File: src/rtl/tvsp_pkg.sv
`timescale 1ns / 1ps

package tvsp_pkg;

    localparam int unsigned MAX_FRAMES   = 16384;
    localparam int unsigned MAX_CHANNELS = 2;

    localparam int unsigned ADDR_W    = 15;
    localparam int unsigned MEM_DEPTH = 1 << ADDR_W;

    localparam int unsigned QUEUE_DEPTH = 4;
    localparam int unsigned QPTR_W      = $clog2(QUEUE_DEPTH);
    localparam int unsigned QCNT_W      = $clog2(QUEUE_DEPTH + 1);

    // request action codes
    localparam logic [2:0] ACT_TICK  = 3'd0;
    localparam logic [2:0] ACT_LOAD  = 3'd1;
    localparam logic [2:0] ACT_START = 3'd2;
    localparam logic [2:0] ACT_STOP  = 3'd3;
    localparam logic [2:0] ACT_PAUSE = 3'd4;
    localparam logic [2:0] ACT_SEEK  = 3'd5;

    // configuration register indexes
    localparam logic [1:0] REG_MUSIC_GAIN    = 2'd0;
    localparam logic [1:0] REG_EFFECT_GAIN   = 2'd1;
    localparam logic [1:0] REG_EFFECT_REPEAT = 2'd2;
    localparam logic [1:0] REG_CHANNEL_COUNT = 2'd3;

    // one queued job for the mixing side: a memory load or a tick
    typedef struct packed {
        logic                     is_load;
        logic                     voice;
        logic [ADDR_W-1:0]        load_addr;
        logic [15:0]              load_value;
        logic                     two_ch;
        logic                     m_ok;
        logic                     e_ok;
        logic [ADDR_W-1:0]        m_base;
        logic [ADDR_W-1:0]        e_base;
        logic                     m_act;
        logic                     e_act;
    } t_job;

endpackage

File: src/rtl/tvsp_queue.sv
`timescale 1ns / 1ps

module tvsp_queue (
    input  logic            i_clk,
    input  logic            i_rst_n,
    input  logic            i_push,
    input  tvsp_pkg::t_job  i_job,
    output logic            o_full,
    output logic            o_valid,
    output tvsp_pkg::t_job  o_job,
    input  logic            i_pop
);

    tvsp_pkg::t_job                  r_mem [tvsp_pkg::QUEUE_DEPTH];
    logic [tvsp_pkg::QPTR_W-1:0]     r_wr;
    logic [tvsp_pkg::QPTR_W-1:0]     r_rd;
    logic [tvsp_pkg::QCNT_W-1:0]     r_cnt;
    logic                            w_push;
    logic                            w_pop;

    assign o_full  = (r_cnt == tvsp_pkg::QCNT_W'(tvsp_pkg::QUEUE_DEPTH));
    assign o_valid = (r_cnt != '0);
    assign o_job   = r_mem[r_rd];
    assign w_push  = i_push && !o_full;
    assign w_pop   = i_pop && o_valid;

    always_ff @(posedge i_clk) begin
        if (w_push) begin
            r_mem[r_wr] <= i_job;
        end
    end

    always_ff @(posedge i_clk) begin
        if (!i_rst_n) begin
            r_wr  <= '0;
            r_rd  <= '0;
            r_cnt <= '0;
        end else begin
            if (w_push) begin
                r_wr <= r_wr + 1'b1;
            end
            if (w_pop) begin
                r_rd <= r_rd + 1'b1;
            end
            case ({w_push, w_pop})
                2'b10:   r_cnt <= r_cnt + 1'b1;
                2'b01:   r_cnt <= r_cnt - 1'b1;
                default: r_cnt <= r_cnt;
            endcase
        end
    end

endmodule

File: config.mk
export PLATFORM = sky130hd
export DESIGN_NAME = tvsp_queue
export DESIGN_NICKNAME = d
export VERILOG_FILES = /design/src/rtl/tvsp_pkg.sv /design/src/rtl/tvsp_queue.sv
export SDC_FILE = /design/constraint.sdc
export NUM_CORES = 1
export LEC_CHECK = 0
export CAP_MARGIN = 20
export CORE_UTILIZATION = 40
export CTS_BUF_LIST = sky130_fd_sc_hd__clkbuf_16
export DETAILED_ROUTE_END_ITERATION = 6
export DONT_BUFFER_PORTS = 1
export GPL_ROUTABILITY_DRIVEN = 1
export GPL_TIMING_DRIVEN = 0
export HOLD_SLACK_MARGIN = 0.12
export PLACE_DENSITY = 0.53
export SKIP_CTS_REPAIR_TIMING = 1
export SYNTH_ARGS = -nofsm -noshare
export SYNTH_HDL_FRONTEND = slang
export SYNTH_SLANG_ARGS = --single-unit
File: constraint.sdc
create_clock -name i_clk -period 3.8 [get_ports i_clk]
set_input_delay 0.38 -clock i_clk [delete_from_list [all_inputs] [get_ports i_clk]]
set_output_delay 0.38 -clock i_clk [all_outputs]
set_load 0.05 [all_outputs]
# --- Word level (Yosys, flattened, before mapping) ---
# Memory sizes are Yosys's and may differ from the RTL's. A register that Yosys moved wholly into a read port is not among the register bits.
# Index checks and enable logic that the tools add are counted.
totals:
  register_bits: 7
  ram_bits: 272
  in_bits: 72
  out_inout_bits: 70
  elab_cells: 21
  n_memories: 1
memory_table:
  columns: ["memory", "words", "width", "read_ports", "rd_clocked_by_memory_dff", "wr", "line_no", "text"]
  rows:
  - ["r_mem", 4, 68, 1, 1, 1, "tvsp_queue.sv:14", "tvsp_pkg::t_job r_mem [tvsp_pkg::QUEUE_DEPTH];"]
classes:
  add_sub_neg: 4
  eq_ne: 3
  n_mux: 5
  n_reduce_logical: 5
ops:
  columns: ["cell", "n"]
  rows:
  - ["case mux 3 bit (2 select lines)", 1]
  - ["adder 2 x 1 -> 2 bit (second input constant)", 2]
  - ["2-to-1 mux 2 bit", 2]
  - ["adder 3 x 1 -> 3 bit (second input constant)", 1]
  - ["equality test 3 bit (second input constant)", 1]
  - ["nonzero test 3 bit", 1]
  - ["subtractor 3 x 1 -> 3 bit (second input constant)", 1]
  - ["equality test 2 x 1 -> 1 bit (second input constant)", 1]
  - ["equality test 2 bit (second input constant)", 1]
  - ["logical AND 1 bit", 2]
  - ["2-to-1 mux 1 bit", 2]
  - ["nonzero test 2 bit", 1]
  - ["logical NOT 1 bit", 1]

# --- Depth between registers and ports, before layout ---
logic_depth:
  ltp_word: 5
  depth_mapped: 10
  ltp_nobuf: 9

# --- Worst setup path before layout ---
# Ideal clock, no wire load.
synth_path:
  path_kind: "reg2reg"
  from: "register r_cnt[2] (netlist name)"
  to: "memory r_mem[0][0] (netlist name), enable pin"
  setup_time_ps: 563
  t_arrival_ps: 2767
  required_time_ps: 3237
  slack_ps: 470
  stages_incl_launch_ff: 5
  path_buffers: 1
  period_less_slack_ps: 3330
  path_cell_list: "dfxtp_1 nor3b_1 nor2b_1 clkbuf_1 and2_1"
synth_between:
  elab_chain_len: 5
synth_rtl:
  columns: ["element", "line_no", "text"]
  rows:
  - ["start, declared", "tvsp_queue.sv:17", "logic [tvsp_pkg::QCNT_W-1:0] r_cnt;"]
  - ["start signal, assigned", "tvsp_queue.sv:46", "2'b10: r_cnt <= r_cnt + 1'b1;"]
  - ["start signal, assigned", "tvsp_queue.sv:47", "2'b01: r_cnt <= r_cnt - 1'b1;"]
  - ["start signal, assigned", "tvsp_queue.sv:48", "default: r_cnt <= r_cnt;"]
  - ["equality test 3 bit", "tvsp_queue.sv:21", "assign o_full = (r_cnt == tvsp_pkg::QCNT_W'(tvsp_pkg::QUEUE_DEPTH));"]
  - ["named net o_full", "tvsp_queue.sv:8", "output logic o_full,"]
  - ["logical NOT 1 bit", "tvsp_queue.sv:24", "assign w_push = i_push && !o_full;"]
  - ["logical AND 1 bit", "tvsp_queue.sv:24", null]
  - ["2-to-1 mux 1 bit", "tvsp_queue.sv:28", "if (w_push) begin"]
  - ["2-to-1 mux 1 bit (implied by the code)", "tvsp_queue.sv:29", "r_mem[r_wr] <= i_job;"]
  - ["end, declared", "tvsp_queue.sv:14", null]
# The timed path passes the listed nets, and every way through them passes these cells.

# --- Worst setup path in the final report ---
layout_path:
  from: "register r_cnt[2] (netlist name)"
  to: "register r_cnt[2] (netlist name)"
layout_between:
  elab_chain_len: 5
layout_rtl:
  columns: ["element", "line_no", "text"]
  rows:
  - ["equality test 3 bit *", "tvsp_queue.sv:21", null]
  - ["named net o_full", "tvsp_queue.sv:8", null]
  - ["logical NOT 1 bit *", "tvsp_queue.sv:24", null]
  - ["logical AND 1 bit *", "tvsp_queue.sv:24", null]
  - ["equality test 2 x 1 -> 1 bit / equality test 2 bit (equally long branches)", "tvsp_queue.sv:45", "case ({w_push, w_pop})"]
  - ["case mux 3 bit (2 select lines) / nonzero test 2 bit (equally long branches)", null, null]
# The timed path passes the listed nets; every way through them passes the cells marked *.
# A chain may end at the register's enable or synchronous reset.

==> flow_summary.yaml <==
setup_path:
  cp_max_fo: 7
  crit_required_ns: 4.24
  rrSetupSlack_ns: 0.81
  cp-end-kind: "flop"
  r2r-end: "r_cnt[2]$_SDFFE_PN0P_"
  cp-start-kind: "flop"
  r2r-start: "r_cnt[2]$_SDFFE_PN0P_"
  reg2reg_depth: 10
  worstPathArrival_ns: 3.43
  critical_path.endpoint: "r_cnt[2]$_SDFFE_PN0P_"
  crit_start: "r_cnt[2]$_SDFFE_PN0P_"
  crit_type: "flop to flop"
synthesis:
  synth_nets: 486
  post_synth.cell_area_avg_um2: 25.3
  async_reset_ff_frac: 0
  syn_inst: 408
  synth.area.top_cells: "edfxtp_1 (79%), mux4_2 (15%), dfxtp_1 (1.7%)"
  ys_seq_area_frac: 0.809
  synth_edf_count: 272
  synth_cell_types: 23
  ys_ff_latch: 281
  synth_ff_type: "edfxtp_1"
  synth.most_common_cell: "edfxtp_1"
  synthDominantCellAreaShare: 0.791
  synth_common_cells: "edfxtp_1 (272), mux4_2 (68), dfxtp_1 (9), and2_1 (7)"
  syn_area_mm2: 0.0103
  yosysTopAreaCell: "edfxtp_1"
  ys_warn_count: 0
die:
  initial_utilization: 0.409
  dieArea_mm2: 0.0264
  die_h_um: 163
  num_rows: 58
  core_mm2: 0.0253
  ioPinCount: 142
  die_w_um: 163
cts:
  clockRootBuffer: "clkbuf_16"
  htree_num_levels: 1
  clk_path_buf_depth: 3
  numCtsBuffers: 28
  clkSlewWorstSetupHoldPaths_ns: 0.06
  cts_sinks: 281
  clock_latency_ns: 0.53
  tritoncts: "yes"
hold_path:
  min_from: "i_pop"
  hp-class: "primary input to flop"
final_layout:
  nets: 588
  antenna_cells: 0
  instances_no_fill: 862
  finish.utilization: 0.493
  area_growth_pct: 20.6
  drive_above_1_share: 0.248
routing:
  vias: 4373
  ant_nets: 0
  drtPass1Iterations: 4
  via_per_inst: 5.07
  drt_iter0_drc: 231
  drc: 0
  wirelength_mm: 18.5
  drt-wirelength-per-cell_um: 21.4
grt:
  antenna_found_initial: 0
  grt_pass1_vias: 4530
  grt_pass1_wl_mm: 27.1
  grt_max_degree: 39
  grt_overflow_total: 0
  grt.total_usage: 0.140
pwr:
  power.leakage_nw: 3.93
  peakVddDrop_v: 0.000463
  p_per_area_mw_per_mm2: 745
sta:
  clock.fmax_mhz: 334
  rsz0062_at_grt: "false"
  hold_viol_final: 0
  fin_crit_sh: 0.788
  finalSetupViolations: 0
  worst_pin_slew_ns: 0.906
  clock_skew_ns: 0.00813
  fin_crit_ns: 2.99
  slew_headroom: 0.393
  slew_violations: 0
run:
  max_cap_violations: 0
outcome:
  outcome: "completed"
placement:
  gp_congestion: 0.691
  portBuffers: 0
  dp_hpwl_mm: 11.0
  dp.cells: 742
[critical path, stage by stage, from the launching register on]
cell and delay (ns):
dfxtp_1 0.40, nor3b_2 0.77, nor2b_1 0.10, clkbuf_1 0.23, inv_1 0.10, ha_1 0.19
inv_1 0.06, fa_1 0.37, xor2_1 0.17, or3_1 0.30, a21boi_0 0.20
[layout make-up]
cell class / count / area, µm²
Clock buffer: 29 / 726
Sequential cell: 281 / 8350
Buffer: 18 / 144
Inverter: 6 / 22.5
Timing Repair Buffer: 72 / 791
Clock inverter: 23 / 186
Tap cell: 330 / 413
Fill cell: 2041 / 12800
Multi-Input combinational cell: 103 / 1820
[logic make-up after synthesis]
kind of cell / Yosys count / share of synthesized area
adder cells (fa/ha/maj): 6 / 0.00800
buffers and inverters: 24 / 0.0161
multiplexers: 70 / 0.150
XOR/XNOR: 4 / 0.00340
AND/OR/NAND/NOR: 18 / 0.00982
flip-flops: 281 / 0.809
AO/OA/AOI/OAI: 5 / 0.00340
[worst min-delay path by stage]
stage | to | slack [ns] | cells past startpoint
after detailed placement | r_mem[2][56]$_DFFE_PP_ | 0.48 | 0
after global placement | r_wr[1]$_SDFFE_PN0P_ | 0.48 | 2
after floorplan | r_wr[1]$_SDFFE_PN0P_ | 0.47 | 2
final | r_rd[1]$_SDFFE_PN0P_ | 0.23 | 3
after CTS | r_mem[0][16]$_DFFE_PP_ | -0.09 | 0
after global routing | flop | 0.22 | 3
[layer usage]
| layer | global-route usage | wire (µm) | share of wire | vias to the layer above |
|---|---|---|---|---|
| li1 | - | - | - | 1937 |
| met1 | 0.160 | 7320 | 0.40 | 2290 |
| met2 | 0.245 | 9590 | 0.52 | 115 |
| met3 | 0.0502 | 1210 | 0.065 | 31 |
| met4 | 0.0408 | 366 | 0.020 | 0 |
| met5 | 0 | 0 | 0 | - |
[report_power, final]
group | switching [mW] | internal [mW]
sequential | 0.0755 | 3.73
combinational | 1.98 | 0.812
clock | 1.09 | 1.58
[state kept, by name, indices dropped and copies added, names as in the netlist, named ones only]
name and flops:
r_mem 272, r_cnt 3, r_rd 2, r_wr 2
[through the flow]
step / area [µm²] / setup WS [ns] / hold WS [ns] / power, mW / TNS (ns)
detailed placement: 10900 / 0.812 / 0.479 / 6.65 / 0
global placement: 10700 / -0.851 / 0.476 / 6.61 / -224.42
global route: 12500 / 0.606 / 0.224 / 9.63 / 0
floorplan: 10300 / 0.470 / 0.468 / 6.26 / 0
CTS: 11800 / 0.785 / -0.0888 / 9.34 / 0
finish: 12500 / 0.805 / 0.233 / 9.27 / 0
[placed cells by master (no fill, tap or decap), types with 2 or more instances in the layout]
master,synthesis,routed
inv_1,6,6
clkbuf_1,6,6
xnor2_1,3,3
buf_12,3,3
o21ai_0,2,2
edfxtp_1,272,272
and2_4,0,4
dfxtp_1,9,9
buf_4,4,4
or3_1,2,2
bufinv_16,0,3
nand2_1,5,5
buf_16,0,4
clkbuf_16,0,29
ha_1,5,5
clkinv_4,0,2
clkinv_2,0,9
and2_1,7,3
dlygate4sd3_1,0,68
clkinv_1,0,9
mux4_2,68,68
buf_2,4,4
mux2i_1,2,2
nor2b_1,3,3
(Power assumes the default switching activity.)
