[config.mk]
export PLATFORM = sky130hd
export DESIGN_NAME = tvsp_front
export DESIGN_NICKNAME = d
export VERILOG_FILES = /design/src/rtl/tvsp_pkg.sv /design/src/rtl/tvsp_front.sv
export SDC_FILE = /design/constraint.sdc
export NUM_CORES = 1
export LEC_CHECK = 0
export BUFFER_PORTS_ARGS = -buffer_cell sky130_fd_sc_hd__buf_2
export CAP_MARGIN = 10
export CORE_MARGIN = 4
export CORE_UTILIZATION = 55
export CTS_BUF_LIST = sky130_fd_sc_hd__clkbuf_4
export DETAILED_ROUTE_END_ITERATION = 16
export HOLD_SLACK_MARGIN = 0.05
export PLACE_DENSITY = 0.82
export SLEW_MARGIN = 5
export SYNTH_ARGS = -nofsm -noshare
export SYNTH_HDL_FRONTEND = slang
export SYNTH_SLANG_ARGS = --single-unit
[constraint.sdc]
create_clock -name i_clk -period 10.5 [get_ports i_clk]
set_input_delay 1.05 -clock i_clk [delete_from_list [all_inputs] [get_ports i_clk]]
set_output_delay 1.05 -clock i_clk [all_outputs]
set_load 0.02 [all_outputs]
[src/rtl/tvsp_pkg.sv]
`timescale 1ns / 1ps

package tvsp_pkg;

    localparam int unsigned MAX_FRAMES   = 16384;
    localparam int unsigned MAX_CHANNELS = 2;

    localparam int unsigned ADDR_W    = 15;
    localparam int unsigned MEM_DEPTH = 1 << ADDR_W;

    localparam int unsigned QUEUE_DEPTH = 4;
    localparam int unsigned QPTR_W      = $clog2(QUEUE_DEPTH);
    localparam int unsigned QCNT_W      = $clog2(QUEUE_DEPTH + 1);

    // request action codes
    localparam logic [2:0] ACT_TICK  = 3'd0;
    localparam logic [2:0] ACT_LOAD  = 3'd1;
    localparam logic [2:0] ACT_START = 3'd2;
    localparam logic [2:0] ACT_STOP  = 3'd3;
    localparam logic [2:0] ACT_PAUSE = 3'd4;
    localparam logic [2:0] ACT_SEEK  = 3'd5;

    // configuration register indexes
    localparam logic [1:0] REG_MUSIC_GAIN    = 2'd0;
    localparam logic [1:0] REG_EFFECT_GAIN   = 2'd1;
    localparam logic [1:0] REG_EFFECT_REPEAT = 2'd2;
    localparam logic [1:0] REG_CHANNEL_COUNT = 2'd3;

    // one queued job for the mixing side: a memory load or a tick
    typedef struct packed {
        logic                     is_load;
        logic                     voice;
        logic [ADDR_W-1:0]        load_addr;
        logic [15:0]              load_value;
        logic                     two_ch;
        logic                     m_ok;
        logic                     e_ok;
        logic [ADDR_W-1:0]        m_base;
        logic [ADDR_W-1:0]        e_base;
        logic                     m_act;
        logic                     e_act;
    } t_job;

endpackage

[src/rtl/tvsp_front.sv]
`timescale 1ns / 1ps

module tvsp_front (
    input  logic                 i_clk,
    input  logic                 i_rst_n,
    input  logic                 i_in_valid,
    output logic                 o_in_ready,
    input  logic [2:0]           i_action,
    input  logic                 i_voice_select,
    input  logic [14:0]          i_sample_index,
    input  logic signed [15:0]   i_sample_value,
    input  logic [14:0]          i_clip_frames,
    input  logic                 i_pause_flag,
    input  logic [16:0]          i_seek_fraction,
    input  logic                 i_effect_repeat,
    input  logic [1:0]           i_channel_count,
    input  logic                 i_q_full,
    output logic                 o_push,
    output tvsp_pkg::t_job       o_job
);

    logic [14:0] r_pos [2];
    logic [14:0] n_pos [2];
    logic [14:0] r_len [2];
    logic [14:0] n_len [2];
    logic [1:0]  r_play, n_play;
    logic [1:0]  r_pause, n_pause;

    logic        w_acc;
    logic        w_two_ch;
    logic [1:0]  w_loop;
    logic [1:0]  w_go;
    logic [1:0]  w_wrap;
    logic [1:0]  w_ok;
    logic [14:0] w_pos_use [2];
    logic [14:0] w_base [2];
    logic [14:0] w_start_len;
    logic [14:0] w_sel_len;
    logic        w_sel_play;
    logic [16:0] w_frac;
    logic [31:0] w_seek_prod;
    logic [15:0] w_seek_pos;
    logic [14:0] w_seek_new;

    assign o_in_ready = !i_q_full;
    assign w_acc      = i_in_valid && !i_q_full;

    // zero acts as one channel, three as two
    assign w_two_ch = (i_channel_count[1]) && (tvsp_pkg::MAX_CHANNELS >= 2);
    assign w_loop   = {i_effect_repeat, 1'b1};

    always_comb begin
        for (int v = 0; v < 2; v++) begin
            w_go[v]      = r_play[v] && !r_pause[v] && (r_len[v] != 15'd0);
            w_wrap[v]    = r_pos[v] >= r_len[v];
            w_ok[v]      = w_go[v] && !(w_wrap[v] && !w_loop[v]);
            w_pos_use[v] = w_wrap[v] ? 15'd0 : r_pos[v];
            w_base[v]    = w_two_ch ? {w_pos_use[v][13:0], 1'b0} : w_pos_use[v];
        end
    end

    assign w_start_len = (32'(i_clip_frames) > tvsp_pkg::MAX_FRAMES) ?
                         15'(tvsp_pkg::MAX_FRAMES) : i_clip_frames;

    assign w_sel_len   = i_voice_select ? r_len[1] : r_len[0];
    assign w_sel_play  = i_voice_select ? r_play[1] : r_play[0];
    assign w_frac      = (i_seek_fraction > 17'd65536) ? 17'd65536 : i_seek_fraction;
    assign w_seek_prod = 32'(w_frac) * 32'(w_sel_len);
    assign w_seek_pos  = w_seek_prod[31:16];
    assign w_seek_new  = (w_seek_pos >= 16'(w_sel_len)) ? (w_sel_len - 15'd1)
                                                         : w_seek_pos[14:0];

    always_comb begin
        n_pos   = r_pos;
        n_len   = r_len;
        n_play  = r_play;
        n_pause = r_pause;
        o_push  = 1'b0;
        o_job   = '0;
        o_job.voice      = i_voice_select;
        o_job.load_addr  = i_sample_index;
        o_job.load_value = i_sample_value;
        o_job.two_ch     = w_two_ch;
        o_job.m_base     = w_base[0];
        o_job.e_base     = w_base[1];
        o_job.m_ok       = w_ok[0];
        o_job.e_ok       = w_ok[1];
        if (w_acc) begin
            unique case (i_action)
                tvsp_pkg::ACT_TICK: begin
                    for (int v = 0; v < 2; v++) begin
                        if (w_go[v] && w_wrap[v] && !w_loop[v]) begin
                            n_play[v] = 1'b0;
                        end else if (w_go[v]) begin
                            n_pos[v] = w_pos_use[v] + 15'd1;
                        end
                    end
                    o_push = 1'b1;
                end
                tvsp_pkg::ACT_LOAD: begin
                    o_push        = 1'b1;
                    o_job.is_load = 1'b1;
                end
                tvsp_pkg::ACT_START: begin
                    for (int v = 0; v < 2; v++) begin
                        if (i_voice_select == v[0]) begin
                            n_len[v]   = w_start_len;
                            n_pos[v]   = 15'd0;
                            n_pause[v] = 1'b0;
                            n_play[v]  = (w_start_len != 15'd0);
                        end
                    end
                end
                tvsp_pkg::ACT_STOP: begin
                    for (int v = 0; v < 2; v++) begin
                        if (i_voice_select == v[0]) begin
                            n_len[v]   = 15'd0;
                            n_pos[v]   = 15'd0;
                            n_pause[v] = 1'b0;
                            n_play[v]  = 1'b0;
                        end
                    end
                end
                tvsp_pkg::ACT_PAUSE: begin
                    for (int v = 0; v < 2; v++) begin
                        if (i_voice_select == v[0]) begin
                            n_pause[v] = i_pause_flag;
                        end
                    end
                end
                tvsp_pkg::ACT_SEEK: begin
                    for (int v = 0; v < 2; v++) begin
                        if ((i_voice_select == v[0]) && w_sel_play && (w_sel_len != 15'd0)) begin
                            n_pos[v] = w_seek_new;
                        end
                    end
                end
                default: ;
            endcase
        end
        o_job.m_act = n_play[0];
        o_job.e_act = n_play[1];
    end

    always_ff @(posedge i_clk) begin
        if (!i_rst_n) begin
            r_pos[0] <= '0;
            r_pos[1] <= '0;
            r_len[0] <= '0;
            r_len[1] <= '0;
            r_play   <= '0;
            r_pause  <= '0;
        end else begin
            r_pos   <= n_pos;
            r_len   <= n_len;
            r_play  <= n_play;
            r_pause <= n_pause;
        end
    end

endmodule

== Yosys cells after proc, flatten, opt, wreduce, memory -nomap -nowiden ==
Index checks and enable logic that the tools add are counted.

* Flip-flop bits (word level): 64
* Bits in latches: 0
* RAM bits: 0
* Bits in read-only memories: 0
* Input port bits: 75
* Output and inout bits: 70
* Logic and storage cells: 105
* Memories kept: 0

* $add $sub $neg: 3
* Multiply operators: 1
* Divide/modulo/power cells: 0
* Order comparisons: 5
* Equality and inequality tests: 18
* Shift-type cells: 0
* Multiplexer cells: 36
* Bitwise operators: 1
* Reductions and logical operators: 34

{| class="wikitable"
|+ Operators with widths
! kind !! count
|-
| $mux 15 || 16
|-
| $pmux 30 s3 || 1
|-
| $pmux 30 s2 || 1
|-
| $reduce_bool 15->1 || 4
|-
| $mul 17x15->32 || 1
|-
| $add 15x1->15 const B || 2
|-
| $ge 15x15->1 || 2
|-
| $ne 2x2->1 const B || 12
|-
| $gt 17x17->1 const B || 1
|-
| $mux 17 || 1
|-
| $ge 16x15->1 || 1
|-
| $reduce_and 4->1 || 4
|-
| $gt 15x15->1 const B || 1
|-
| $sub 15x1->15 const B || 1
|-
| $mux 1 || 14
|-
| $logic_and 1x1->1 || 13
|-
| $eq 3x2->1 const B || 2
|-
| $eq 3x3->1 const B || 2
|-
| $pmux 2 s3 || 1
|-
| $reduce_and 6->1 || 1
|-
| $logic_not 1->1 || 5
|-
| $reduce_and 5->1 || 1
|-
| $pmux 2 s2 || 1
|-
| $reduce_bool 2->1 || 2
|-
| 7 further kinds || 8
|}

== Longest topological paths before layout ==
Gate-level depths: netlist (run 1).

* Word-level depth: 8
* Gate-level depth with buffers: 40
* Depth with buffers taken out: 34

== Least setup slack after synthesis (run 1) ==
No wires, ideal clock.

* Kind: input port to flip-flop
* From: input port i_voice_select
* To: register r_pos[18] in the netlist's numbering
* Library setup time: 127 ps
* Arrival time: 9466 ps
* Data required time: 10373 ps
* Setup slack: 908 ps
* Stages: 37
* Buffers on the path: 7
* Cells stage by stage: buf_2 -> buf_4 -> buf_4 -> clkbuf_1 -> mux2i_1 -> clkbuf_1 -> clkbuf_1 -> nor2_1 -> fa_1 -> inv_1 -> fa_1 -> inv_1 -> fa_1 -> fa_1 -> fa_1 -> inv_1 -> fa_1 -> inv_1 -> ha_1 -> nand2_1 -> a211o_1 -> nor4bb_1 -> nor3_1 -> o21ai_0 -> a41oi_1 -> o31a_1 -> ha_1 -> a21o_1 -> a21oi_1 -> nor2b_1 -> o21ai_0 -> nand2b_1 -> a221oi_1 -> clkbuf_1 -> a211oi_1 -> a31oi_1 -> a31oi_1

* Word-level cells in the longest chain between the ends: 6
* Elaborated cells between the ends (all ways): 15
* Classes of those cells: 1 x add/sub; 1 x mul; 1 x order compare; 2 x eq/ne; 5 x mux; 1 x bitwise; 4 x reduce/logical

{| class="wikitable"
|+ Ends and longest elaborated chain
! element !! RTL line !! RTL
|-
| from (decl) || tvsp_front.sv:9 || <nowiki>input logic i_voice_select,</nowiki>
|-
| $mux 15 || tvsp_front.sv:65 || <nowiki>assign w_sel_len = i_voice_select ? r_len[1] : r_len[0];</nowiki>
|-
| $mul 17x15->32 || tvsp_front.sv:68 || <nowiki>assign w_seek_prod = 32'(w_frac) * 32'(w_sel_len);</nowiki>
|-
| $ge 16x15->1 || tvsp_front.sv:70 || <nowiki>assign w_seek_new = (w_seek_pos >= 16'(w_sel_len)) ? (w_sel_len - 15'd1)</nowiki>
|-
| $mux 15 || tvsp_front.sv:70 ||
|-
| $mux 15 || tvsp_front.sv:133 || <nowiki>if ((i_voice_select == v[0]) && w_sel_play && (w_sel_len != 15'd0)) begin</nowiki>
|-
| $pmux 30 s3 || tvsp_front.sv:89 || <nowiki>unique case (i_action)</nowiki>
|-
| to (signal assigned) || tvsp_front.sv:154 || <nowiki>r_pos <= n_pos;</nowiki>
|-
| to (decl) || tvsp_front.sv:22 || <nowiki>logic [14:0] r_pos [2];</nowiki>
|}

Several ways; a longest one is shown, not always the timed one. The select of a mux whose other input is x is not followed.
A chain may end at the register's enable or synchronous reset.

== Worst setup path in the final report (run 1) ==
* From: input port i_seek_fraction[5]
* To: register r_pos[1] in the netlist's numbering

* Word-level cells in the longest chain between the ends: 7

{| class="wikitable"
|+ Ends and longest elaborated chain
! element !! RTL line !! RTL
|-
| from (decl) || tvsp_front.sv:14 || <nowiki>input logic [16:0] i_seek_fraction,</nowiki>
|-
| $gt 17x17->1 || tvsp_front.sv:67 || <nowiki>assign w_frac = (i_seek_fraction > 17'd65536) ? 17'd65536 : i_seek_fraction;</nowiki>
|-
| $mux 17 (*) || tvsp_front.sv:67 ||
|-
| $mul 17x15->32 (*) || tvsp_front.sv:68 ||
|-
| $ge 16x15->1 || tvsp_front.sv:70 ||
|-
| $mux 15 (*) || tvsp_front.sv:70 ||
|-
| $mux 15 (*) || tvsp_front.sv:133 ||
|-
| $pmux 30 s3 (*) || tvsp_front.sv:89 ||
|}

Every way passes the cells marked *; elsewhere a longest branch is shown, timed or not. The select of a mux whose other input is x is not followed.

==> results of run 1 <==
power by group through the flow:
| stage | Clock (mW) | Combinational, mW | Sequential (mW) |
|---|---|---|---|
| after floorplan | 0 | 0.129 | 0.251 |
| after global placement | 0 | 0.170 | 0.252 |
| after detailed placement | 0 | 0.173 | 0.253 |
| after CTS | 0.206 | 0.174 | 0.247 |
| after global routing | 0.217 | 0.193 | 0.248 |
| final | 0.209 | 0.179 | 0.247 |
layout by cell type, fill, tap and decap left out, drive strengths merged, types with 4 or more instances in the layout:
cell type and n:
inv 274, nand2 215, nor2 201, fa 192, ha 141, buf 131, a21oi 82, o21ai 72
dfxtp 64, nand3 55, mux2i 34, xnor2 27, nor2b 24, nor3 24, and3 23, a31oi 23
and2 23, a21o 19, nand2b 17, nand4 15, a211oi 15, nor4 13, o22ai 12, nand3b 10
clkbuf 10, xor2 7, o211ai 6, a21boi 6, a2bb2oi 6, clkinv 6, o31ai 5, a211o 5
o2bb2ai 5, a41oi 5, or4 4, o21a 4, nor4b 4, o41ai 4
layout make-up:
type                    instances  area [um^2]  share of cell area (%)
clock buffers                   9         67.6                   0.458
clock inverters                 7          103                   0.695
inverters                     276         1040                    7.02
multi-input cells            1336        11100                    75.1
flip-flops and latches         64         1280                    8.68
well taps                     324          405                    2.75
repair buffers                132          786                    5.32
final timing paths:
| kind | slack (ns) | end | cells after the start |
|---|---|---|---|
| setup / recovery | 0.47 | r_pos[1] | 34 |
| hold / removal | 0.48 | r_len[21] | 2 |
| setup reg to reg | 1.45 | r_pos[1] | 33 |
| hold reg to reg | 0.48 | r_len[21] | 2 |
critical path, delay by kind of cell:
| kind | cells | cell delay [ns] |
|---|---|---|
| AO/OA/AOI/OAI | 11 | 2.79 |
| buffers and inverters | 7 | 0.91 |
| AND/OR/NAND/NOR | 7 | 1.79 |
| adder cells (fa/ha/maj) | 8 | 3.47 |
| XOR/XNOR | 1 | 0.29 |
sequential cells by signal (all words and copies together), names as in the netlist:
| signal | count |
|---|---|
| r_pause | 2 |
| r_play | 2 |
| r_len | 30 |
| r_pos | 30 |
through the flow:
stage               cells  setup slack, ns
floorplan            1784            0.908
global placement     2131            0.401
detailed placement   2131            0.170
CTS                  2147            0.619
global route         2148           0.0323
finish               2148            0.467
cell families (layout without fill, tap and decap cells):
| logic type | Yosys count | after routing |
|---|---|---|
| buffers and inverters | 384 | 424 |
| flip-flops | 64 | 64 |
| XOR/XNOR | 34 | 34 |
| AND/OR/NAND/NOR | 640 | 640 |
| multiplexers | 36 | 36 |
| adder cells (fa/ha/maj) | 333 | 333 |
| AO/OA/AOI/OAI | 293 | 293 |
Yosys cell counts, types with 5 or more instances:
master	instances
inv_1	271
nand2_1	215
nor2_1	201
fa_1	192
ha_1	141
a21oi_1	82
o21ai_0	65
dfxtp_1	64
clkbuf_1	63
nand3_1	54
buf_4	36
mux2i_1	34
xnor2_1	27
nor2b_1	24
nor3_1	24
and3_1	23
a31oi_1	22
a21o_1	19
and2_1	18
nand2b_1	17
a211oi_1	14
nand4_1	14
nor4_1	13
o22ai_1	12
nand3b_1	10
o21ai_1	7
xor2_1	7
a21boi_0	6
a2bb2oi_1	6
o211ai_1	6
a211o_1	5
and2_0	5
o2bb2ai_1	5
o31ai_1	5
metal layers:
| metal | vias up | routed length [um] |
|---|---|---|
| met5 | - | 0 |
| met4 | 0 | 1610 |
| met3 | 123 | 3860 |
| met2 | 703 | 18900 |
| met1 | 6356 | 16000 |
| li1 | 5875 | - |
==> impl_metrics.yaml, run 1 <==
clock_network:
  postCtsSetupBuffers: 0
  path_clk_slew_ns: 0.13
  cts_resized: 0
  cts_tree: "done"
  cts-root-buf: "clkbuf_4"
  h-tree-depth: 3
  cts-hold-fix-buffers: 0
  clk_path_buf_depth: 2
  clock_latency_ns: 0.44
  cts_buffers: 9
  cts_sinks: 64
setup_path:
  crit_path_max_fanout: 14
  cpMaxStageDelayCell: "or4_1"
  worstPathRequired_ns: 10.79
  crit_path_start: "i_seek_fraction[5]"
  max_stage_delay_ns: 0.61
  startpoint_type: "primary input"
  end_kind: "flop"
  cp_common_cell: "fa_1"
  r2r_start: "r_len[20]"
  arrival_ns: 10.32
  worst-setup-path-type: "in2reg"
place:
  place.gp.congestion: 0.998
  place_area_um2: 14600
  dp_hpwl_um: 32500
  portBuffers: 81
power_and_ir_drop:
  p_clk_share_pct: 32.9
  switching_share_pct: 36.7
  power_frac_seq_pct: 38.9
  vdd_drop_max_v: 0.000108
  power.switching_mw: 0.233
  leakagePower_nw: 7.03
  power.density_nw_per_um2: 43.0
  combPwrFrac_pct: 28.2
  p_int_mw: 0.402
  finalPower_mw: 0.635
worst_hold_path:
  hp-start: "r_len[21]"
  hold_class: "reg2reg"
logic_synthesis:
  synthMuxAreaShare_pct: 2.60
  ys_types: 71
  synth_top_flop_cell: "dfxtp_1"
  syn_area_um2: 13900
  synth_top_family_by_area: "adder cells"
  synthCells: 1784
  synth_top_area_cell: "fa_1"
  synth_area_per_cell_um2: 7.81
  synth-xor-area-share_pct: 2.14
  synth_area_leaders: "fa_1 (28%), ha_1 (13%), dfxtp_1 (9.2%)"
  yosysWarnings: 0
  ys_ff_latch: 64
  synth_edf_count: 0
  synth.top_cell.area_share_pct: 27.6
  synth_nets: 2192
  synth-compound-area-share_pct: 13.4
  synthAdderAreaFrac_pct: 40.3
  synthSimpleGateAreaFrac_pct: 21.0
  async_flop_share_pct: 0
  yosysSeqAreaShare_pct: 9.20
floorplan:
  die_y_um: 167
  dieArea_um2: 27900
  start_util_pct: 56.6
  core_um2: 24600
  row_count: 57
  ios: 145
  die_w_um: 167
layout:
  n_antenna_cell: 0
  fillers: 2165
  drive_above_1_share_pct: 9.16
  area_delta_synth_final_pct: 5.94
  finish.utilization_pct: 60.0
  fin_nets: 2227
  final_area_um2: 14800
sta:
  fin_crit_sh_pct: 95.6
  maxSlewViolCount: 0
  final_hold_viol_count: 0
  finClkSkew_ns: 0.0136
  fmax_mhz: 99.7
  rsz0062_at_grt: "false"
  relSlewSlack_pct: 42.7
  whs_ns: 0.484
  tightestPinTransition_ns: 0.860
  fin_crit_ns: 10.03
  finalSetupViolCount: 0
  tns_ns: 0
global_routing:
  grt-ovfl-total: 0
  met3_usage_pct: 4.17
  grt_pass1_wl_um: 65200
  grt_start_max_net_pins: 44
  grtUsageTotal_pct: 28.5
  antenna_found_initial: 0
  grt_pass1_vias: 12900
  busiest_layer: "met2"
  use_met1_pct: 38.3
  grt_util_met2_pct: 47.1
routing:
  routedWlPerCell_um: 18.8
  vias_per_cell: 6.08
  ant_nets: 0
  num_vias: 13100
  firstDrtPassIters: 8
  drt_iter0_markers: 1349
  wl_um: 40300
  drt_drc_violations_left: 0
run:
  cap_violations: 0
outcome:
  status: "complete, no violations"
(Power assumes the default switching activity.)
==> run 2, diff against run 1 <==
- ABC_CLOCK_PERIOD_IN_PS: not set -> 10500
- PLACE_DENSITY: 0.82 -> 0.75
==> run 2 against run 1 <==
Setup slack better by 0.11 ns. Global-route usage up 0.97 points. Wire length rose by 1.7%. Worst hold slack better by 0.0050 ns. Largest power group unchanged.
==> impl_metrics.yaml, run 2 (synthesized netlist as in run 1, its figures left out) <==
power_and_ir_drop:
  p_int_mw: 0.373
  power.switching_mw: 0.229
  power.density_nw_per_um2: 41.0
  vdd_drop_max_v: 0.0000630
  combPwrFrac_pct: 29.3
  power_frac_seq_pct: 41.1
  p_clk_share_pct: 29.6
  leakagePower_nw: 6.98
  switching_share_pct: 38.0
  finalPower_mw: 0.602
setup_path:
  worstPathRequired_ns: 10.82
  cpMaxStageDelayCell: "fa_1"
  reg2reg_slack_ns: 1.21
  end_kind: "flop"
  crit_path_start: "i_voice_select"
  r2r_start: "r_len[29]"
  cp_common_cell: "fa_1"
  startpoint_type: "primary input"
  arrival_ns: 10.25
  r2r_end: "r_pos[7]"
  r2r_cells: 31
  max_stage_delay_ns: 0.56
  worst-setup-path-type: "in2reg"
  crit_path_max_fanout: 26
  endpoint: "r_pos[7]"
floorplan:
  core_um2: 24600
  row_count: 57
  ios: 145
  die_w_um: 167
  die_y_um: 167
  start_util_pct: 56.6
  dieArea_um2: 27900
sta:
  fin_crit_sh_pct: 94.5
  fin_crit_ns: 9.93
  final_hold_viol_count: 0
  finClkSkew_ns: 0.0242
  tns_ns: 0
  setup_ws_ns: 0.573
  tightestPinTransition_ns: 0.915
  fmax_mhz: 101
  relSlewSlack_pct: 38.6
  finalSetupViolCount: 0
  rsz0062_at_grt: "false"
  maxSlewViolCount: 0
place:
  dp_hpwl_um: 33300
  place_area_um2: 14600
  portBuffers: 81
  place.gp.congestion: 0.952
  preCtsSetupSlack_ns: 0.211
global_routing:
  grt_pass1_wl_um: 66800
  antenna_found_initial: 0
  grt_start_max_net_pins: 41
  grt_pass1_vias: 12900
  grtUsageTotal_pct: 29.4
  grt-ovfl-total: 0
routing:
  ant_nets: 0
  wl_um: 41000
  num_vias: 12900
  vias_per_cell: 6.04
  drt_iter0_markers: 1190
  drt_drc_violations_left: 0
  firstDrtPassIters: 6
  routedWlPerCell_um: 19.1
worst_hold_path:
  hp-start: "r_len[29]"
  hold_class: "reg2reg"
layout:
  drive_above_1_share_pct: 8.91
  area_delta_synth_final_pct: 5.51
  n_antenna_cell: 0
  layout_common_cells: "inv_1 (271), nand2_1 (215), nor2_1 (201)"
  final_common_cell: "inv_1"
  fin_nets: 2221
  final_area_um2: 14700
  top_regs: "r_len: 30 flops, r_pos: 30 flops"
clock_network:
  h-tree-depth: 3
  postCtsSetupBuffers: 0
  clk_path_buf_depth: 2
  path_clk_slew_ns: 0.11
  cts_sinks: 64
  cts-hold-fix-buffers: 0
  clock_latency_ns: 0.47
  cts-root-buf: "clkbuf_4"
  cts_buffers: 9
  cts_tree: "done"
outcome:
  status: "complete, no violations"
run:
  cap_violations: 0
run 2: cell type report:
type                    count  area (um^2)
clock buffers               9         67.6
clock inverters             7         72.6
fillers                  2256         9910
inverters                 276         1040
multi-input cells        1336        11100
flip-flops and latches     64         1280
well taps                 324          405
repair buffers            126          753
run 2: worst min-delay path by stage:
stage                end  slack, ns  cells after the start
2_1_floorplan  r_len[29]       0.45                      2
3_3_place_gp   r_len[28]       0.47                      2
3_5_place_dp   r_len[29]       0.47                      2
4_1_cts        r_len[22]       0.49                      2
5_1_grt        r_len[21]       0.52                      2
6_report       r_len[29]       0.49                      2
run 2: power by group through the flow:
stage | Sequential [mW] | Clock (mW) | Combinational [mW]
after floorplan | 0.251 | 0 | 0.129
after global placement | 0.253 | 0 | 0.168
after detailed placement | 0.253 | 0 | 0.170
after CTS | 0.247 | 0.179 | 0.171
after global routing | 0.248 | 0.191 | 0.191
final | 0.247 | 0.178 | 0.177
run 2: what timing repair did:
action / 4_1_cts / 5_1_grt
resized for setup: 0 / 2
setup endpoints to repair: 0 / 3
endpoints found under the hold margin: 0 / 0
run 2: per-stage QoR:
step                util [%]  hold slack [ns]  std cells
floorplan                  -            0.449       1784
global placement        59.1            0.466       2125
detailed placement      59.1            0.467       2125
CTS                     59.7            0.487       2141
global route            59.7            0.522       2142
finish                  59.7            0.489       2142
run 2: critical path, delay by kind of cell:
family | cells | cell delay [ns]
buffers and inverters | 6 | 1.63
adder cells (fa/ha/maj) | 8 | 3.64
XOR/XNOR | 1 | 0.22
AND/OR/NAND/NOR | 5 | 0.82
AO/OA/AOI/OAI | 13 | 2.86
run 2: layer usage:
metal | vias up | global-route usage (%) | part of all wire (%)
li1 | 5869 | - | -
met1 | 6285 | 41.6 | 41
met2 | 682 | 46.8 | 46
met3 | 93 | 5.56 | 10
met4 | 0 | 8.15 | 2.6
met5 | - | 0 | 0
==> run 3, diff against run 2 <==
- CELL_PAD_IN_SITES_DETAIL_PLACEMENT: not set -> 1
- CELL_PAD_IN_SITES_GLOBAL_PLACEMENT: not set -> 1
- CORE_UTILIZATION: 55 -> 38
- PLACE_DENSITY: 0.75 -> not set
- PLACE_DENSITY_LB_ADDON: not set -> 0.1
==> run 3 against run 2 <==
Clock power is 11% higher. Clock skew decreased by 0.014 ns. Utilization decreased by 17 points. Non-clock buffer count grew 33. Final cell count grew 8.0%. Sequential share of layout area is 0.25 points lower. Sequential power barely moved. Wire length up 18%. Combinational power rose by 11%. Critical endpoint is now r_pos[2].
==> impl_metrics.yaml, run 3 (synthesized netlist as in run 1, its figures left out) <==
clock_network:
  h-tree-depth: 3
  cts-hold-fix-buffers: 0
  cts_sinks: 64
  path_clk_slew_ns: 0.11
  cts_tree: "done"
  cts-root-buf: "clkbuf_4"
  clock_latency_ns: 0.46
  clk_path_buf_depth: 2
  cts_buffers: 9
setup_path:
  reg2reg_slack_ns: 1.08
  end_kind: "flop"
  worst-setup-path-type: "in2reg"
  startpoint_type: "primary input"
  worstPathRequired_ns: 10.89
  max_stage_delay_ns: 0.63
  crit_path_max_fanout: 28
  r2r_end: "r_pos[2]"
  r2r_start: "r_len[23]"
  cpMaxStageDelayCell: "or4_1"
  r2r_cells: 32
  arrival_ns: 10.28
routing:
  routedWlPerCell_um: 20.9
  firstDrtPassIters: 7
  num_vias: 12600
  drt_drc_violations_left: 0
  ant_nets: 0
  wl_um: 48300
  vias_per_cell: 5.46
  drt_iter0_markers: 609
worst_hold_path:
  hold_path_depth: 2
  hold_class: "reg2reg"
  hp-start: "r_len[28]"
  hold_end: "r_len[28]"
power_and_ir_drop:
  combPwrFrac_pct: 30.7
  finalPower_mw: 0.643
  power_frac_seq_pct: 38.5
  vdd_drop_max_v: 0.0000720
  leakagePower_nw: 7.16
  power.density_nw_per_um2: 42.5
  p_int_mw: 0.408
  p_clk_share_pct: 30.8
  power.switching_mw: 0.235
  switching_share_pct: 36.5
sta:
  finalSetupViolCount: 0
  finClkSkew_ns: 0.0104
  fin_crit_sh_pct: 94.2
  setup_ws_ns: 0.606
  maxSlewViolCount: 0
  fmax_mhz: 101
  tightestPinTransition_ns: 1.09
  relSlewSlack_pct: 27.1
  rsz0062_at_grt: "false"
  fin_crit_ns: 9.89
  tns_ns: 0
  final_hold_viol_count: 0
floorplan:
  core_um2: 35800
  start_util_pct: 38.9
  ios: 145
  die_y_um: 199
  die_w_um: 199
  row_count: 69
  dieArea_um2: 39800
global_routing:
  grt_pass1_vias: 13400
  grt_start_max_net_pins: 44
  grt-ovfl-total: 0
  antenna_found_initial: 1
  grtUsageTotal_pct: 24.7
  grt_pass1_wl_um: 76400
place:
  portBuffers: 81
  place_area_um2: 15000
  place.gp.congestion: 0.920
  dp_hpwl_um: 40500
  preCtsSetupSlack_ns: 0.0322
layout:
  layout_common_cells: "inv_1 (271), nand2_1 (215), nor2_1 (201)"
  fin_nets: 2254
  fillers: 4411
  drive_above_1_share_pct: 10.5
  final_common_cell: "inv_1"
  final_area_um2: 15100
  top_regs: "r_len: 30 flops, r_pos: 30 flops"
  area_delta_synth_final_pct: 8.67
outcome:
  status: "complete, no violations"
run:
  cap_violations: 0
-- run 3: repair_timing --
item	4_1_cts	5_1_grt
gates resized for setup	0	3
setup buffers	0	0
endpoints found under the setup margin	0	20
-- run 3: final cells by class --
cell class	count	area, um^2	share of cell area (%)
Timing Repair Buffer	159	1000	6.63
Clock buffer	9	67.6	0.446
Tap cell	461	577	3.81
Sequential cell	64	1280	8.46
Antenna cell	1	2.50	0.0165
Multi-Input combinational cell	1336	11100	73.2
Clock inverter	7	86.3	0.570
Inverter	276	1040	6.84
-- run 3: worst max-delay path: cells and delay by family --
kind | cells | cell delay [ns]
AO/OA/AOI/OAI | 9 | 2.28
AND/OR/NAND/NOR | 7 | 1.96
XOR/XNOR | 1 | 0.24
adder cells (fa/ha/maj) | 8 | 3.42
buffers and inverters | 11 | 1.32
-- run 3: layer usage --
layer	track usage [%]	up-vias	part of all wire (%)
li1	-	5944	-
met1	33.4	6397	45
met2	42.1	239	48
met3	3.34	55	3.9
met4	6.16	0	2.6
met5	0	-	0
-- run 3: worst max-delay path by stage --
stage                       start        end  cells after the start
2_1_floorplan      i_voice_select  r_pos[18]                     37
3_3_place_gp   i_seek_fraction[5]  r_pos[29]                     33
3_5_place_dp   i_seek_fraction[5]  r_pos[28]                     33
4_1_cts        i_seek_fraction[5]  r_pos[28]                     33
5_1_grt        i_seek_fraction[5]   r_pos[2]                     35
6_report       i_seek_fraction[5]   r_pos[2]                     36
-- run 3: power by group through the flow --
stage / Sequential [mW] / Clock, mW / Combinational, mW
4_1_cts: 0.247 / 0.204 / 0.198
5_1_grt: 0.248 / 0.213 / 0.216
6_report: 0.247 / 0.198 / 0.197
2_1_floorplan: 0.251 / 0 / 0.129
3_3_place_gp: 0.253 / 0 / 0.194
3_5_place_dp: 0.253 / 0 / 0.197
-- run 3: through the flow --
step	hold slack (ns)	instances	utilization, %
5_1_grt	0.516	2313	42.3
3_5_place_dp	0.466	2296	41.8
3_3_place_gp	0.459	2296	41.8
4_1_cts	0.482	2312	42.2
2_1_floorplan	0.449	1784	-
6_report	0.482	2313	42.3
